File: src/rtl/core/udpq_pkg.sv
`timescale 1ns / 1ps
package udpq_pkg;

  localparam int BIND_SLOTS  = 64;
  localparam int QUEUE_DEPTH = 16;
  localparam int MAX_PAYLOAD = 4096;

  localparam int SLOT_W   = $clog2(BIND_SLOTS);
  localparam int QPTR_W   = $clog2(QUEUE_DEPTH);
  localparam int QCNT_W   = $clog2(QUEUE_DEPTH + 1);
  localparam int LEN_W    = $clog2(MAX_PAYLOAD + 1);
  localparam int ENTRIES  = BIND_SLOTS * QUEUE_DEPTH;
  localparam int QWORD_W  = 2 * QPTR_W + QCNT_W;
  localparam int EWORD_W  = 32 + 16 + LEN_W + 16;

  typedef enum logic [1:0] {
    MODE_BIND = 2'd0,
    MODE_ENQ  = 2'd1,
    MODE_RECV = 2'd2,
    MODE_NONE = 2'd3
  } mode_t;

  typedef enum logic [2:0] {
    ST_OK        = 3'd0,
    ST_UNBOUND   = 3'd1,
    ST_TBL_FULL  = 3'd2,
    ST_Q_FULL    = 3'd3,
    ST_Q_EMPTY   = 3'd4
  } status_t;

  typedef enum logic [2:0] {
    FSM_IDLE,
    FSM_MATCH,
    FSM_ENC,
    FSM_QRD,
    FSM_EXEC,
    FSM_OUT
  } fsm_t;

  typedef struct packed {
    logic load_in;
    logic match;
    logic enc;
    logic q_rd;
    logic exec;
    logic load_out;
  } cmd_t;

  typedef struct packed {
    logic out_valid;
  } sts_t;

endpackage

File: src/rtl/core/udpq_ctrl.sv
`timescale 1ns / 1ps
module udpq_ctrl (
  input  logic              clk,
  input  logic              rst_n,
  input  logic              in_valid,
  output logic              in_ready,
  input  logic              out_ready,
  input  udpq_pkg::sts_t    sts,
  output udpq_pkg::cmd_t    cmd
);

  udpq_pkg::fsm_t state_r, state_nxt;
  logic out_free;

  assign out_free = !sts.out_valid || out_ready;

  always_ff @(posedge clk) begin
    if (!rst_n) begin
      state_r <= udpq_pkg::FSM_IDLE;
    end else begin
      state_r <= state_nxt;
    end
  end

  always_comb begin
    state_nxt = state_r;
    case (state_r)
      udpq_pkg::FSM_IDLE:  if (in_valid) state_nxt = udpq_pkg::FSM_MATCH;
      udpq_pkg::FSM_MATCH: state_nxt = udpq_pkg::FSM_ENC;
      udpq_pkg::FSM_ENC:   state_nxt = udpq_pkg::FSM_QRD;
      udpq_pkg::FSM_QRD:   state_nxt = udpq_pkg::FSM_EXEC;
      udpq_pkg::FSM_EXEC:  state_nxt = udpq_pkg::FSM_OUT;
      udpq_pkg::FSM_OUT:   if (out_free) state_nxt = udpq_pkg::FSM_IDLE;
      default:             state_nxt = udpq_pkg::FSM_IDLE;
    endcase
  end

  always_comb begin
    cmd      = '0;
    in_ready = 1'b0;
    case (state_r)
      udpq_pkg::FSM_IDLE: begin
        in_ready    = 1'b1;
        cmd.load_in = in_valid;
      end
      udpq_pkg::FSM_MATCH: cmd.match    = 1'b1;
      udpq_pkg::FSM_ENC:   cmd.enc      = 1'b1;
      udpq_pkg::FSM_QRD:   cmd.q_rd     = 1'b1;
      udpq_pkg::FSM_EXEC:  cmd.exec     = 1'b1;
      udpq_pkg::FSM_OUT:   cmd.load_out = out_free;
      default:             cmd          = '0;
    endcase
  end

endmodule

File: config.mk
export PLATFORM = sky130hd
export DESIGN_NAME = udpq_ctrl
export DESIGN_NICKNAME = d
export VERILOG_FILES = /design/src/rtl/core/udpq_pkg.sv /design/src/rtl/core/udpq_ctrl.sv
export SDC_FILE = /design/constraint.sdc
export NUM_CORES = 1
export LEC_CHECK = 0
export ABC_AREA = 0
export BUFFER_PORTS_ARGS = -buffer_cell sky130_fd_sc_hd__buf_4
export CAP_MARGIN = 30
export CORE_AREA = 4 4 41 43
export DETAILED_ROUTE_END_ITERATION = 10
export DIE_AREA = 0 0 45 47
export PLACE_DENSITY = 0.4
export SLEW_MARGIN = 15
export SYNTH_ARGS = -nofsm -noshare
export SYNTH_HDL_FRONTEND = slang
export SYNTH_SLANG_ARGS = --single-unit
File: constraint.sdc
create_clock -name clk -period 2.1 [get_ports clk]
set_input_delay 0.21 -clock clk [delete_from_list [all_inputs] [get_ports clk]]
set_output_delay 0.21 -clock clk [all_outputs]
set_load 0.005 [all_outputs]
==> Yosys cells after proc, flatten, opt, wreduce, memory -nomap -nowiden <==
Cells that the tools add are included.
{ "totals": {"reg_bits": 3, "in_bits": 5, "out_inout_bits": 7} }
{ "classes": {"n_eq_ne": 7, "muxes": 10, "reduce_logical": 4} }
{ "op_table": {"columns": ["cell", "n"], "rows": [
  ["$pmux 3 s6", 1],
  ["$mux 1", 7],
  ["$eq 3x2->1 const B", 2],
  ["$eq 3x3->1 const B", 2],
  ["$mux 3", 2],
  ["$ne 2x2->1 const B", 2],
  ["$eq 3x1->1 const B", 1],
  ["$logic_not 3->1", 1],
  ["$reduce_and 2->1", 1],
  ["$logic_not 1->1", 1],
  ["$logic_or 1x1->1", 1]
]} }

==> Logic depth before layout (Yosys ltp) <==
{ "logic_depth": {"word_depth": 4, "mapped_depth": 4} }

==> Least setup slack after synthesis <==
OpenSTA, ideal clock, no wires.
{ "synth_timing": {"path_type": "register to output", "from": "register state_r[0]", "to": "output cmd[5] (netlist bit)", "arrival_time_ps": 842, "t_required_ps": 1890, "setup_slack_ps": 1048, "path_stages_with_launch": 4, "cell_sequence": "dfxtp_1 -> buf_2 -> nor3_1 -> and2_1"} }
{ "synth_lines": {"columns": ["item", "line_no", "source"], "rows": [
  ["start: declaration", "udpq_ctrl.sv:12", "udpq_pkg::fsm_t state_r, state_nxt;"],
  ["start signal: assignment", "udpq_ctrl.sv:19", "state_r <= udpq_pkg::FSM_IDLE;"],
  ["start signal: assignment", "udpq_ctrl.sv:21", "state_r <= state_nxt;"],
  ["end: declaration", "udpq_ctrl.sv:9", "output udpq_pkg::cmd_t cmd"]
]} }

==> results.md <==
- The run finished with clean final reports.
- Setup repair after global routing left no endpoint under its margin.
- By count the netlist is led by sky130_fd_sc_hd__dfxtp_1, sky130_fd_sc_hd__nor3b_1, sky130_fd_sc_hd__nand2_1, sky130_fd_sc_hd__nand2b_1, sky130_fd_sc_hd__nor2_1.
- Synthesis produced a netlist whose cell count is 25.
- The net count of the finished layout is 43.
- The number of setup violations in the final report is 0.
- The area growth from synthesis to layout is 48.8%.
- The worst-skew pair later-pin latency is 0.23 ns.
- Leaving out filler cells and counting taps, the final layout contains 52.
- The clock skew after layout is 0.00662 ns.
- Walking the worst path, the cells encountered are nor3_1 -> and2_1 -> buf_4.
- Summed over all cells, the static leakage comes to 0.000137 uW.
- The post-layout utilization of the core is 24.3%.
- The synthesized netlist occupies a cell area of 213 um^2.
- Input and output buffers added on the ports amount to 11.
- The final clock period utilization by the worst path is 63.3%.
- Detailed placement ended at an HPWL of 391 um.
- The iteration count of the initial detailed-routing pass is 2.
- The delay of the slowest critical-path stage is 0.49 ns.
- Yosys attributes the largest share of cell area to sky130_fd_sc_hd__dfxtp_1, sky130_fd_sc_hd__nor3b_1, sky130_fd_sc_hd__nand2b_1, sky130_fd_sc_hd__buf_6, sky130_fd_sc_hd__or3_4.
- Measured against its own limit, the worst slew margin works out to 78.9%.
- The per-instance average area after synthesis is 8.51 um^2.
- The top register by number of flip-flops is state_r.
- The count of cell types in the netlist is 18.
- The count of final max-slew check failures is 0.
- In this run the vertical extent of the chip is 47 um.
- The largest buffer count on any clock path is 2.
- The library cell with the largest summed area after synthesis is sky130_fd_sc_hd__dfxtp_1.
- The max-capacitance violation count is 0.
- On the final layout, the worst hold slack is 0.202 ns.
- During synthesis, Yosys emitted a total of 0 warnings.
- In this run, synthesis produced a sequential element count of 3.
- The count of placed standard cells including taps is 48.
- TritonCTS built the clock tree.
- The fmax is 752 MHz.
- The cell with the largest stage delay on the worst path is sky130_fd_sc_hd__dfxtp_1.
- The number of enable flip-flop cells after synthesis is 0.
- The floorplan has 13 rows.
- The initial utilization of the core area, before any placement, comes to 16.3%.
- The worst-case IR drop observed on VDD is 0.251 mV.
- The number of global-route vias before repair is 192.
- The maximum net fanout on the critical path is 9.
- The final critical path time including I/O delays and setup is 1.33 ns.
- After detailed routing, the average wire length per cell comes to 9.69 um.
- From left edge to right edge, the die measures 45 um.
- The register with the most flip-flops in the layout has 3 of them.
- The first global-routing pass estimated 786 um of wire.
- Post-CTS repair changed the size of 0 cells.
- The core area is 0.00130 mm^2.
- Dividing total power by cell area gives a power density of 738 mW/mm^2.
- The iteration-0 DRC count of the detailed router is 1.
- The class of the most critical hold timing path is primary input to flop.
- The total routed wirelength is 504 um.
- For this run the aggregate overflow at the end of global routing stands at 0.
- The detail-routed via count per cell is 3.88.
- The post-synthesis net count is 30.
- The clock tree root driver cell is sky130_fd_sc_hd__clkbuf_4.
- The number of filler instances in the final layout is 162.
- The critical path data required time is 1.89 ns.
- The portion of the post-synthesis area used by sequential elements is 28.2%.
- The initial antenna violation count was 0.
- At the pin with the least slew margin, the transition time is 0.317 ns.
- The most used flip-flop cell after synthesis is sky130_fd_sc_hd__dfxtp_1.
- The portion of synthesized cell area occupied by the leading cell type is 28.2%.
- The number of clock sinks seen by CTS is 3.
- Entering global routing, the biggest net connects 10 pins.
- 12 I/O pins were placed.
- For this run, the total global-route usage over all layers was measured as 5.21%.
- By startpoint and endpoint, the worst setup path is classified as flop to primary output.
- The hold violation count in the final report is 0.
- The number of buffers added by the clock tree synthesis step is 3.
- The clock input transition at the sequential cells of the worst setup and hold paths is 0.04 ns.
- STA classifies the critical path startpoint as a flop.
- After synthesis, the share of flip-flops with an asynchronous set or reset is 0%.
- The kind of capture point of the worst setup path is a primary output.
- The final weighted congestion of routability-driven global placement is 0.659.
- For this run, design rule violations remaining after detail routing come to 0.
- The number of H-tree levels is 1.
- The area enclosed by the die boundary is 0.00212 mm^2.
- The fraction of layout cells with a size suffix above 1 is 45.9%.
- The number of antenna diodes in the final layout is 0.
- After clock tree synthesis, the flow added hold-fix buffers numbering 0.
- Buffers added to address setup during post-CTS repair amount to 0.
- The residual antenna-violating net count after detailed routing is 0.
- At the worst endpoint, the arrival time is 1.12 ns.
- The completed layout was analyzed and its total power is 234 uW.
- Summed over all failing endpoints, the final setup total negative slack is 0 ns.
- The via total after detailed routing is 202.
- The largest registers in the layout are state_r (3).
[metrics by stage]
stage                     area (um^2)  setup slack (ns)
after detailed placement          290             0.990
after global placement            290              1.02
after global routing              317             0.671
final                             317             0.770
after CTS                         317             0.745
after floorplan                   213              1.05
[layout by cell type, fill, tap and decap left out]
cell type,instances
sky130_fd_sc_hd__xnor2_1,1
sky130_fd_sc_hd__and2_1,1
sky130_fd_sc_hd__nand2_1,2
sky130_fd_sc_hd__or3_4,1
sky130_fd_sc_hd__dfxtp_1,3
sky130_fd_sc_hd__nand3_2,1
sky130_fd_sc_hd__clkbuf_4,3
sky130_fd_sc_hd__nand3b_1,1
sky130_fd_sc_hd__nand2b_1,2
sky130_fd_sc_hd__buf_4,11
sky130_fd_sc_hd__a21oi_2,1
sky130_fd_sc_hd__and3b_1,1
sky130_fd_sc_hd__a21oi_1,1
sky130_fd_sc_hd__nor3b_1,3
sky130_fd_sc_hd__clkbuf_1,1
sky130_fd_sc_hd__o21a_1,1
sky130_fd_sc_hd__nor3_1,1
sky130_fd_sc_hd__nor2_1,2
[kinds of logic after synthesis]
logic type / Yosys count / share of synthesized area (%)
AO/OA/AOI/OAI: 3 / 10.0
flip-flops: 3 / 28.2
buffers and inverters: 3 / 11.2
XOR/XNOR: 1 / 4.12
AND/OR/NAND/NOR: 15 / 46.5
[worst max-delay path, delay by kind of cell (launching register included)]
kind | cells | cell delay [ns]
flops | 1 | 0.49
buf+inv | 1 | 0.13
simple gates | 2 | 0.28
[report_power, final]
group / total (uW) / internal, uW / switching, uW
Combinational: 56.8 / 38.3 / 18.5
Clock: 101 / 71.2 / 29.4
Sequential: 76.2 / 63.2 / 13.0
Total: 234 / 173 / 61.0
[area by class of cell]
class                   count  area, um^2  area share [%]
well taps                  15        18.8            5.93
repair buffers             11        82.6            26.1
flip-flops and latches      3        60.1            19.0
multi-input cells          19         129            40.7
clock buffers               4        26.3            8.30
[routing by layer]
metal	track usage (%)	up-vias	wire length (um)
li1	-	107	-
met1	5.67	89	229
met2	9.04	6	258
met3	1.15	0	17
met4	3.51	0	0
met5	0	-	0
[worst paths after layout]
kind	to	slack [ns]	cells past startpoint	startpoint
setup / recovery	cmd[5]	0.77	3	state_r[0]$_SDFFE_PN0P_
hold / removal	state_r[2]$_SDFFE_PN0P_	0.20	2	rst_n
setup reg to reg	state_r[0]$_SDFFE_PN0P_	1.07	3	state_r[1]$_SDFFE_PN0P_
hold reg to reg	state_r[0]$_SDFFE_PN0P_	0.58	1	state_r[0]$_SDFFE_PN0P_
Note: power is estimated with default switching activity, not from simulation.
